--- src/sv/lipcr_pkg.sv ---
package lipcr_pkg;

    // fixed field widths of the request and response items
    localparam int SET_IDX_W = 11;
    localparam int WAY_FLD_W = 4;

    // request codes
    localparam logic REQ_FIND   = 1'b0;
    localparam logic REQ_UPDATE = 1'b1;

    typedef struct packed {
        logic                 req_type;
        logic [SET_IDX_W-1:0] set_index;
        logic [WAY_FLD_W-1:0] way;
        logic                 hit;
        logic                 is_writeback;
    } t_req;

    typedef struct packed {
        logic [WAY_FLD_W-1:0] victim_way;
        logic                 from_invalid;
        logic                 no_victim;
    } t_rsp;

    // controller to datapath
    typedef struct packed {
        logic load_req;   // capture the accepted request
        logic rd_en;      // read one set row
        logic rd_sel_in;  // row address from the incoming request
        logic red_step;   // one step of the set index reduction
        logic clr_step;   // write one reset row during the clearing pass
        logic wr_row;     // write back the modified row of an update
        logic out_load;   // load the response register
    } t_dp_cmd;

    // datapath to controller
    typedef struct packed {
        logic red_needed; // set index needs a modulo reduction
        logic red_last;   // last reduction step
        logic clr_last;   // last row of the clearing pass
        logic req_find;   // captured request is a find-victim
    } t_dp_sts;

endpackage

--- src/sv/lipcr_ctrl.sv ---
module lipcr_ctrl (
    input  logic               i_clk,
    input  logic               i_rst_n,
    input  logic               i_in_valid,
    output logic               o_in_ready,
    output logic               o_out_valid,
    input  logic               i_out_ready,
    output lipcr_pkg::t_dp_cmd o_cmd,
    input  lipcr_pkg::t_dp_sts i_sts
);
    import lipcr_pkg::*;

    typedef enum logic [2:0] {
        S_CLEAR,
        S_IDLE,
        S_REDUCE,
        S_READ,
        S_EXEC
    } t_state;

    t_state  r_state;
    t_state  n_state;
    logic    r_out_valid;
    logic    n_out_valid;
    logic    out_free;
    t_dp_cmd cmd;

    assign out_free   = !r_out_valid || i_out_ready;
    assign o_in_ready = (r_state == S_IDLE);

    always_comb begin
        cmd     = '0;
        n_state = r_state;
        case (r_state)
            S_CLEAR: begin
                cmd.clr_step = 1'b1;
                if (i_sts.clr_last) begin
                    n_state = S_IDLE;
                end
            end
            S_IDLE: begin
                if (i_in_valid) begin
                    cmd.load_req = 1'b1;
                    if (i_sts.red_needed) begin
                        n_state = S_REDUCE;
                    end else begin
                        cmd.rd_en     = 1'b1;
                        cmd.rd_sel_in = 1'b1;
                        n_state       = S_EXEC;
                    end
                end
            end
            S_REDUCE: begin
                cmd.red_step = 1'b1;
                if (i_sts.red_last) begin
                    n_state = S_READ;
                end
            end
            S_READ: begin
                cmd.rd_en = 1'b1;
                n_state   = S_EXEC;
            end
            S_EXEC: begin
                if (i_sts.req_find) begin
                    if (out_free) begin
                        cmd.out_load = 1'b1;
                        n_state      = S_IDLE;
                    end
                end else begin
                    cmd.wr_row = 1'b1;
                    n_state    = S_IDLE;
                end
            end
            default: begin
                n_state = S_CLEAR;
            end
        endcase
    end

    assign n_out_valid = cmd.out_load ? 1'b1 : (i_out_ready ? 1'b0 : r_out_valid);

    always_ff @(posedge i_clk) begin
        if (!i_rst_n) begin
            r_state     <= S_CLEAR;
            r_out_valid <= 1'b0;
        end else begin
            r_state     <= n_state;
            r_out_valid <= n_out_valid;
        end
    end

    assign o_out_valid = r_out_valid;
    assign o_cmd       = cmd;

    // a pending response is never overwritten
    a_no_overwrite: assert property (@(posedge i_clk) disable iff (!i_rst_n)
        cmd.out_load |-> (!r_out_valid || i_out_ready))
        else $error("response register overwritten while pending");

    // one request at a time
    a_single_item: assert property (@(posedge i_clk) disable iff (!i_rst_n)
        (i_in_valid && o_in_ready) |=> !o_in_ready)
        else $error("request accepted while one is in flight");

    // clearing pass covers every row before requests are taken
    a_clear_full: assert property (@(posedge i_clk) disable iff (!i_rst_n)
        (r_state == S_CLEAR && !i_sts.clr_last) |=> (r_state == S_CLEAR))
        else $error("clearing pass ended early");

    // a find-victim request with a free response slot yields a response
    a_find_resp: assert property (@(posedge i_clk) disable iff (!i_rst_n)
        (r_state == S_EXEC && i_sts.req_find && out_free) |=> o_out_valid)
        else $error("find-victim response lost");
endmodule

--- config.mk ---
export PLATFORM = sky130hd
export DESIGN_NAME = lipcr_ctrl
export DESIGN_NICKNAME = d
export VERILOG_FILES = /design/src/sv/lipcr_pkg.sv /design/src/sv/lipcr_ctrl.sv
export SDC_FILE = /design/constraint.sdc
export NUM_CORES = 1
export LEC_CHECK = 0
export ABC_AREA = 1
export BUFFER_PORTS_ARGS = -buffer_cell sky130_fd_sc_hd__buf_2
export CAP_MARGIN = 20
export CELL_PAD_IN_SITES_DETAIL_PLACEMENT = 1
export CELL_PAD_IN_SITES_GLOBAL_PLACEMENT = 1
export CORE_AREA = 2 2 39 41
export CTS_CLUSTER_DIAMETER = 150
export DETAILED_ROUTE_END_ITERATION = 16
export DIE_AREA = 0 0 41 43
export HOLD_SLACK_MARGIN = 0.1
export PLACE_DENSITY_LB_ADDON = 0.1
export SYNTH_ARGS = -nofsm -noshare
export SYNTH_HDL_FRONTEND = slang
export SYNTH_SLANG_ARGS = --single-unit
--- constraint.sdc ---
create_clock -name i_clk -period 2.35 [get_ports i_clk]
set_input_delay 0.5875 -clock i_clk [delete_from_list [all_inputs] [get_ports i_clk]]
set_output_delay 0.5875 -clock i_clk [all_outputs]
set_load 0.01 [all_outputs]
* Word-level counts from Yosys, hierarchy flattened *
Index checks and enable logic that the tools add are counted.

word-level totals
  logic and storage cells = 35
  bits of input ports = 8
  output and inout bits = 9
  register bits after elaboration = 4

cells by class
  reductions and logical operators = 5
  equal/unequal tests = 8
  mux-type cells = 20

operator list
  kind                count
  $mux 3              7
  $pmux 3 s5          1
  $mux 1              9
  $eq 3x2->1 const B  2
  $ne 2x2->1 const B  3
  $mux 2              2
  $reduce_and 4->1    1
  $eq 3x1->1 const B  1
  $eq 3x3->1 const B  1
  $logic_not 3->1     1
  $ne 3x3->1 const B  1
  $pmux 1 s2          1
  $reduce_bool 2->1   1
  $logic_not 1->1     1
  $logic_or 1x1->1    1

* Depth between registers and ports, before layout *
Gate-level depths: netlist (run 1).

  depth after elaboration = 6
  gate-level depth with buffers = 8
  mapped depth without buffers = 8

* Worst setup path after synthesis (run 1) *
Ideal clock, no wire load.

  path type = input to output
  start point = input i_in_valid
  end point = output o_cmd[5] in the netlist's numbering
  setup slack = 780 ps
  path buffers = 0
  arrival = 983 ps
  data required time = 1,762 ps
  cell stages on the path = 4
  cell sequence = inv_1 -> nor2_2 -> nand2_1 -> nand2_1

RTL lines
  element             line             RTL
  start: declaration  lipcr_ctrl.sv:4  input logic i_in_valid,
  end: declaration    lipcr_ctrl.sv:8  output lipcr_pkg::t_dp_cmd o_cmd,

==> reports/summary.json, run 1 <==
{
  "floorplan.initialDensity": {"value": 23.1, "unit": "%"},
  "async_reset_ff_share": {"value": 0, "unit": "%"},
  "power-per-cell-area": {"value": 1120, "unit": "nW/um^2"},
  "detailedRoute.firstIterationViolations": {"value": 1},
  "place.detailed.hpwl": {"value": 692, "unit": "um"},
  "worst_max_slew_pin_slew": {"value": 0.281, "unit": "ns"},
  "route.detailed.vias_per_inst": {"value": 4.20},
  "layout.cells.non_filler": {"value": 90},
  "post-synth-top-area-fraction": {"value": 25.0, "unit": "%"},
  "clock_insertion_delay_worst_skew": {"value": 0.23, "unit": "ns"},
  "hold_violations": {"value": 0},
  "synth.yosys.seq_area_share": {"value": 25.0, "unit": "%"},
  "slew-limit-headroom": {"value": 81.3, "unit": "%"},
  "max_freq": {"value": 0.537, "unit": "GHz"},
  "setup_viol_count_final": {"value": 0},
  "dp.cells": {"value": 87},
  "run_status": {"value": "completed"},
  "yosys_register_bits": {"value": 4},
  "first_pass_grt_wire_length": {"value": 1320, "unit": "um"},
  "timing.final.crit_share": {"value": 79.3, "unit": "%"},
  "post_synthesis_cells": {"value": 56},
  "ranking_of_synthesized_cells_by_instance_count": {"value": "sky130_fd_sc_hd__inv_1 (12), sky130_fd_sc_hd__nor2_1 (12), sky130_fd_sc_hd__nand2_1 (10)"},
  "cts_tree": {"value": "built"},
  "mappedNetlistArea": {"value": 320, "unit": "um^2"},
  "post-synth-top-area-cell": {"value": "sky130_fd_sc_hd__dfxtp_1"},
  "critPathLaunchType": {"value": "flop"},
  "met2WireLength": {"value": 382, "unit": "um"},
  "leakagePower": {"value": 0.280, "unit": "nW"},
  "grt_setup_unrepaired": {"value": "false"},
  "syn_avg_cell_area": {"value": 5.72, "unit": "um^2"},
  "placement_rows": {"value": 14},
  "prevailing_post_synth_register_cell": {"value": "sky130_fd_sc_hd__dfxtp_1"},
  "synth-edff-count": {"value": 0},
  "core_region_area": {"value": 1380, "unit": "um^2"},
  "number_of_h_tree_levels": {"value": 1},
  "via_count": {"value": 378},
  "cp_slowest_stage_delay": {"value": 0.38, "unit": "ns"},
  "cts-root-to-sink-buffers": {"value": 2},
  "timing.setup.critical_path_class": {"value": "flop to output port"},
  "met3WireLength": {"value": 42, "unit": "um"},
  "required": {"value": 1.76, "unit": "ns"},
  "cp_data_arrival_time": {"value": 1.28, "unit": "ns"},
  "irDropWorstVdd": {"value": 0.448, "unit": "mV"},
  "synth.yosys.warnings": {"value": 0},
  "first_global_vias": {"value": 363},
  "antenna_cells": {"value": 0},
  "drt-pass1-iter-count": {"value": 3},
  "die_area": {"value": 1760, "unit": "um^2"},
  "fin_skew": {"value": 0.00170, "unit": "ns"},
  "fin_crit": {"value": 1.86, "unit": "ns"},
  "grt.total_usage": {"value": 10.9, "unit": "%"},
  "cts-hold-fix-buffers": {"value": 0},
  "cts_repair_resized_insts": {"value": 0},
  "critPathSlowestCell": {"value": "sky130_fd_sc_hd__dfxtp_1"},
  "final_design_area_excluding_fillers": {"value": 435, "unit": "um^2"},
  "wl_met1": {"value": 351, "unit": "um"},
  "post-cts-setup-buffer-count": {"value": 0},
  "max-cap-violations": {"value": 0},
  "post_route_cells_drive_above_1_share": {"value": 36.5, "unit": "%"},
  "setup.worst_path.end_class": {"value": "output port"},
  "maxUsedRoutingLayer": {"value": "met3"},
  "holdCritPathClass": {"value": "flop to flop"},
  "final-max-slew-violation-count": {"value": 0},
  "routabilityCongestion": {"value": 0.661},
  "maximum_fanout_encountered_on_the_critical_timing_path": {"value": 7},
  "grt.overflow.total": {"value": 0},
  "buffer_ports.inserted": {"value": 16},
  "antenna_violations_before_repair": {"value": 0},
  "wirelength": {"value": 776, "unit": "um"},
  "critical_path.cell_chain": {"value": "nor2_2 > nand2_2 > inv_2 > nand2_1 > a21oi_1 > buf_2"},
  "cts_made_buffers": {"value": 3},
  "synth_cell_types": {"value": 16},
  "cts-root-buf": {"value": "sky130_fd_sc_hd__clkbuf_4"},
  "remaining_drc_errors": {"value": 0},
  "fp.dieW": {"value": 41, "unit": "um"},
  "clock-sinks": {"value": 4},
  "detail_route.wl_per_cell": {"value": 8.62, "unit": "um"},
  "ant_nets": {"value": 0},
  "largest_net_degree_at_the_start_of_global_routing": {"value": 8},
  "cts.clk_slew.worst_paths": {"value": 0.04, "unit": "ns"},
  "postPlaceCellArea": {"value": 413, "unit": "um^2"},
  "area_delta_synth_final": {"value": 35.9, "unit": "%"},
  "synthesis.nets": {"value": 64},
  "io_pins": {"value": 17},
  "setup_tns": {"value": 0, "unit": "ns"},
  "numnets_final": {"value": 84},
  "netlist_top_cells_area": {"value": "sky130_fd_sc_hd__dfxtp_1 (25%), sky130_fd_sc_hd__inv_1 (14%), sky130_fd_sc_hd__nor2_1 (14%)"},
  "die_height": {"value": 43, "unit": "um"}
}
## worst max-delay path, delay by kind of cell (launching register included)
family                 cells  cell delay (ns)
and+or+nand+nor            3             0.35
buffers and inverters      2             0.21
AOI/OAI and AO/OA          1             0.10
DFF                        1             0.38
## logic make-up (layout without fill, tap and decap cells)
| family | Yosys count | after routing | synth area share, % |
|---|---|---|---|
| buffers and inverters | 14 | 32 | 17.6 |
| AND/OR/NAND/NOR | 35 | 35 | 52.0 |
| AO/OA/AOI/OAI | 3 | 3 | 5.47 |
| flip-flops | 4 | 4 | 25.0 |
## state kept, by name (all words and copies together) (netlist names)
register	count
o_out_valid	1
r_state	3
## power by group
| part | leakage, nW | switching [mW] | internal (mW) |
|---|---|---|---|
| combinational | 0.234 | 0.170 | 0.113 |
| sequential | 0.0328 | 0.0345 | 0.0903 |
| clock | 0.0138 | 0.0234 | 0.0568 |
## through the flow
stage / hold slack, ns / util, % / setup WS, ns / power, mW
2_1_floorplan: 0.500 / - / 0.780 / 0.327
3_3_place_gp: 0.500 / 29.8 / 0.668 / 0.417
3_5_place_dp: 0.502 / 29.8 / 0.626 / 0.418
4_1_cts: 0.508 / 31.5 / 0.465 / 0.504
5_1_grt: 0.546 / 31.5 / 0.313 / 0.550
6_report: 0.503 / 31.5 / 0.487 / 0.488
## routing by layer
layer,up-vias,track usage [%]
li1,202,-
met1,167,12.2
met2,9,17.5
met3,0,1.57
met4,0,8.00
met5,-,0
## placed cells by master, fill, tap and decap left out, drive strengths merged
master   n
nand2   12
buf     16
nand3b   1
a21boi   1
nor2    15
inv     13
a21oi    1
o21ai    1
clkbuf   3
nor3     2
nand3    5
dfxtp    4
## cell type report
cell class / count / area [um^2]
fill: 199 / 948
multi-input combinational: 38 / 184
sequential: 4 / 80.1
timing repair buffer: 16 / 80.1
inverter: 13 / 48.8
clock buffer: 3 / 22.5
tap: 16 / 20.0
## final timing paths
kind / endpoint / from / cells past startpoint / slack (ns)
worst min-delay path: o_out_valid$_SDFFE_PN0P_ / o_out_valid$_SDFFE_PN0P_ / 2 / 0.50
worst max-delay path: o_cmd[0] / r_state[0]$_SDFFE_PN0P_ / 6 / 0.49
worst max register to register: r_state[1]$_SDFFE_PN0P_ / r_state[0]$_SDFFE_PN0P_ / 7 / 1.18
worst min register to register: o_out_valid$_SDFFE_PN0P_ / o_out_valid$_SDFFE_PN0P_ / 2 / 0.50
(Power assumes the default switching activity.)
==> run 2, diff against run 1 <==
==> constraint.sdc (replaced) <==
create_clock -name i_clk -period 1.8 [get_ports i_clk]
set_input_delay 0.45 -clock i_clk [delete_from_list [all_inputs] [get_ports i_clk]]
set_output_delay 0.45 -clock i_clk [all_outputs]
set_load 0.01 [all_outputs]
==> run 2 against run 1 <==
  * Worst setup slack got worse by 0.35 ns
  * Final cell count did not move
  * Cell area rose by 1.4%
  * Critical endpoint is now o_cmd[5]
  * Flip-flop and latch count did not move
  * Critical path type unchanged
==> reports/summary.json, run 2 (same netlist as run 1, synthesis figures left out) <==
{
  "place.detailed.hpwl": {"value": 690, "unit": "um", "change": "was 692 um"},
  "power.total": {"value": 0.655, "unit": "mW", "change": "was 0.488 mW"},
  "cp.buffers_inverters": {"value": 2, "change": "unchanged"},
  "timing.final.crit_share": {"value": 92.5, "unit": "%"},
  "critical_path.cell_chain": {"value": "inv_1 > nand3_2 > nor2_2 > nand2_1 > nand2_1 > buf_2", "change": "was nor2_2 > nand2_2 > inv_2 > nand2_1 > a21oi_1 > buf_2"},
  "ant_nets": {"value": 0, "change": "unchanged"},
  "power.share.clock": {"value": 16.4, "unit": "%", "change": "about the same"},
  "grt.total_usage": {"value": 11.0, "unit": "%", "change": "was 10.9%"},
  "layout.cells.most_common_list": {"value": "sky130_fd_sc_hd__buf_2 (16), sky130_fd_sc_hd__inv_1 (12), sky130_fd_sc_hd__nor2_1 (12)", "change": "unchanged"},
  "numnets_final": {"value": 84, "change": "unchanged"},
  "floorplan.initialDensity": {"value": 23.1, "unit": "%", "change": "unchanged"},
  "layout_setup_ws": {"value": 0.135, "unit": "ns", "change": "was 0.487 ns"},
  "grt_setup_unrepaired": {"value": "false", "change": "unchanged"},
  "remaining_drc_errors": {"value": 0, "change": "unchanged"},
  "final_core_util": {"value": 31.9, "unit": "%", "change": "was 31.5%"},
  "maximum_fanout_encountered_on_the_critical_timing_path": {"value": 4, "change": "was 7"},
  "critPathLaunchType": {"value": "flop", "change": "unchanged"},
  "largest_net_degree_at_the_start_of_global_routing": {"value": 8, "change": "unchanged"},
  "cts.clk_slew.worst_paths": {"value": 0.04, "unit": "ns", "change": "about the same"},
  "placement.setup.worst_slack": {"value": 0.301, "unit": "ns", "change": "was 0.626 ns"},
  "max-cap-violations": {"value": 0, "change": "unchanged"},
  "irDropWorstVdd": {"value": 0.659, "unit": "mV", "change": "was 0.448 mV"},
  "placement_rows": {"value": 14, "change": "unchanged"},
  "grt.overflow.total": {"value": 0, "change": "unchanged"},
  "area_delta_synth_final": {"value": 37.9, "unit": "%", "change": "was 35.9%"},
  "hold_violations": {"value": 0, "change": "unchanged"},
  "fin_skew": {"value": 0.00163, "unit": "ns", "change": "was 0.00170 ns"},
  "largest-register": {"value": "r_state", "change": "unchanged"},
  "die_area": {"value": 1760, "unit": "um^2", "change": "unchanged"},
  "critPathSlowestCell": {"value": "sky130_fd_sc_hd__dfxtp_1", "change": "unchanged"},
  "worst_max_slew_pin_slew": {"value": 0.212, "unit": "ns", "change": "was 0.281 ns"},
  "power.share.combinational": {"value": 57.2, "unit": "%", "change": "was 58.0%"},
  "first_global_vias": {"value": 327, "change": "was 363"},
  "power-per-cell-area": {"value": 1480, "unit": "nW/um^2", "change": "was 1120 nW/um^2"},
  "timing.setup.critical_path_class": {"value": "flop to output port", "change": "unchanged"},
  "wirelength": {"value": 786, "unit": "um", "change": "was 776 um"},
  "required": {"value": 1.35, "unit": "ns", "change": "was 1.76 ns"},
  "detail_route.wl_per_cell": {"value": 8.73, "unit": "um", "change": "was 8.62 um"},
  "setup_tns": {"value": 0, "unit": "ns", "change": "unchanged"},
  "cp_slowest_stage_delay": {"value": 0.35, "unit": "ns", "change": "was 0.38 ns"},
  "antenna_cells": {"value": 0, "change": "unchanged"},
  "route.detailed.vias_per_inst": {"value": 4.17, "change": "was 4.20"},
  "antenna_violations_before_repair": {"value": 0, "change": "unchanged"},
  "power.sequential.fraction": {"value": 26.5, "unit": "%", "change": "was 25.6%"},
  "first_pass_grt_wire_length": {"value": 1270, "unit": "um", "change": "was 1320 um"},
  "holdCritPathClass": {"value": "input port to flop", "change": "was flop to flop"},
  "cp_data_arrival_time": {"value": 1.21, "unit": "ns", "change": "was 1.28 ns"},
  "net-switching-power": {"value": 0.306, "unit": "mW", "change": "was 0.228 mW"},
  "post-cts-setup-buffer-count": {"value": 0, "change": "unchanged"},
  "setup_viol_count_final": {"value": 0, "change": "unchanged"},
  "power.internal": {"value": 0.349, "unit": "mW", "change": "was 0.260 mW"},
  "postPlaceCellArea": {"value": 413, "unit": "um^2", "change": "unchanged"},
  "max_ffs_per_register": {"value": 3, "change": "unchanged"},
  "core_region_area": {"value": 1380, "unit": "um^2", "change": "unchanged"},
  "routabilityCongestion": {"value": 0.733, "change": "was 0.661"},
  "die_height": {"value": 43, "unit": "um", "change": "unchanged"},
  "drt-pass1-iter-count": {"value": 3, "change": "unchanged"},
  "clock_insertion_delay_worst_skew": {"value": 0.23, "unit": "ns", "change": "about the same"},
  "final_design_area_excluding_fillers": {"value": 442, "unit": "um^2", "change": "was 435 um^2"},
  "detailedRoute.firstIterationViolations": {"value": 2, "change": "was 1"},
  "number_of_h_tree_levels": {"value": 1, "change": "unchanged"},
  "power.share.switching": {"value": 46.7, "unit": "%", "change": "about the same"},
  "clock-sinks": {"value": 4, "change": "unchanged"},
  "fin_crit": {"value": 1.66, "unit": "ns"},
  "buffer_ports.inserted": {"value": 16, "change": "unchanged"},
  "final_common_cell": {"value": "sky130_fd_sc_hd__buf_2", "change": "unchanged"},
  "max_freq": {"value": 0.601, "unit": "GHz"},
  "layout.filler_cells": {"value": 201, "change": "was 199"},
  "cts_repair_resized_insts": {"value": 0, "change": "unchanged"},
  "final-max-slew-violation-count": {"value": 0, "change": "unchanged"},
  "cts-root-buf": {"value": "sky130_fd_sc_hd__clkbuf_4", "change": "unchanged"},
  "leakagePower": {"value": 0.282, "unit": "nW", "change": "was 0.280 nW"},
  "cts_made_buffers": {"value": 3, "change": "unchanged"},
  "cts_tree": {"value": "built", "change": "unchanged"},
  "post_route_cells_drive_above_1_share": {"value": 37.8, "unit": "%", "change": "was 36.5%"},
  "io_pins": {"value": 17, "change": "unchanged"},
  "fp.dieW": {"value": 41, "unit": "um", "change": "unchanged"},
  "via_count": {"value": 375, "change": "was 378"},
  "setup.worst_path.end_class": {"value": "output port", "change": "unchanged"},
  "critical_path.most_common_cell": {"value": "sky130_fd_sc_hd__nand2_1"},
  "slew-limit-headroom": {"value": 85.8, "unit": "%", "change": "was 81.3%"},
  "run_status": {"value": "completed", "change": "unchanged"},
  "cpLargestDelayFamily": {"value": "simple AND/OR/NAND/NOR gates", "change": "was flip-flops"},
  "cts-hold-fix-buffers": {"value": 0, "change": "unchanged"},
  "cts-root-to-sink-buffers": {"value": 2, "change": "unchanged"}
}
==> run 2: cell counts in the layout (fill, tap and decap cells not counted) <==
Identical to the previous run, type by type.
==> run 2: path summary, 6_finish.rpt <==
check | from | end | slack [ns] | depth (start not counted)
worst max register to register | r_state[1]$_SDFFE_PN0P_ | r_state[1]$_SDFFE_PN0P_ | 0.63 | 8
worst min-delay path | i_rst_n | r_state[2]$_SDFFE_PN0P_ | 0.47 | 3
worst min register to register | o_out_valid$_SDFFE_PN0P_ | o_out_valid$_SDFFE_PN0P_ | 0.52 | 2
worst max-delay path | r_state[1]$_SDFFE_PN0P_ | o_cmd[5] | 0.14 | 6
==> run 2: per-layer routing <==
layer  vias up  track usage (%)  share of wire (%)
met5         -                0                  0
li1        207                -                  -
met3         0             3.14                6.4
met4         0             8.00                  0
met1       159             13.1                 45
met2         9             15.9                 48
==> run 2: through the flow <==
step                hold WS [ns]  instances
floorplan                  0.500         56
global placement           0.500         87
detailed placement         0.502         87
CTS                        0.465         90
global route               0.478         90
finish                     0.467         90
==> run 2: worst reg2reg max path, delay by kind of cell (launching register included) <==
family        cells  cell delay [ns]
simple gates      6             0.51
flops             1             0.41
buf+inv           2             0.19
==> run 2: cell type report <==
type	instances	area, um^2	area share [%]
Inverter	13	48.8	11.0
Timing Repair Buffer	16	80.1	18.1
Clock buffer	3	22.5	5.10
Multi-Input combinational cell	38	189	42.8
Sequential cell	4	81.3	18.4
Tap cell	16	20.0	4.53
==> run 2: power by group through the flow <==
stage	registers, mW	clock network, mW	logic, mW
after floorplan	0.157	0	0.270
after global placement	0.164	0	0.381
after detailed placement	0.164	0	0.378
after CTS	0.163	0.115	0.380
after global routing	0.181	0.124	0.430
final	0.173	0.107	0.375
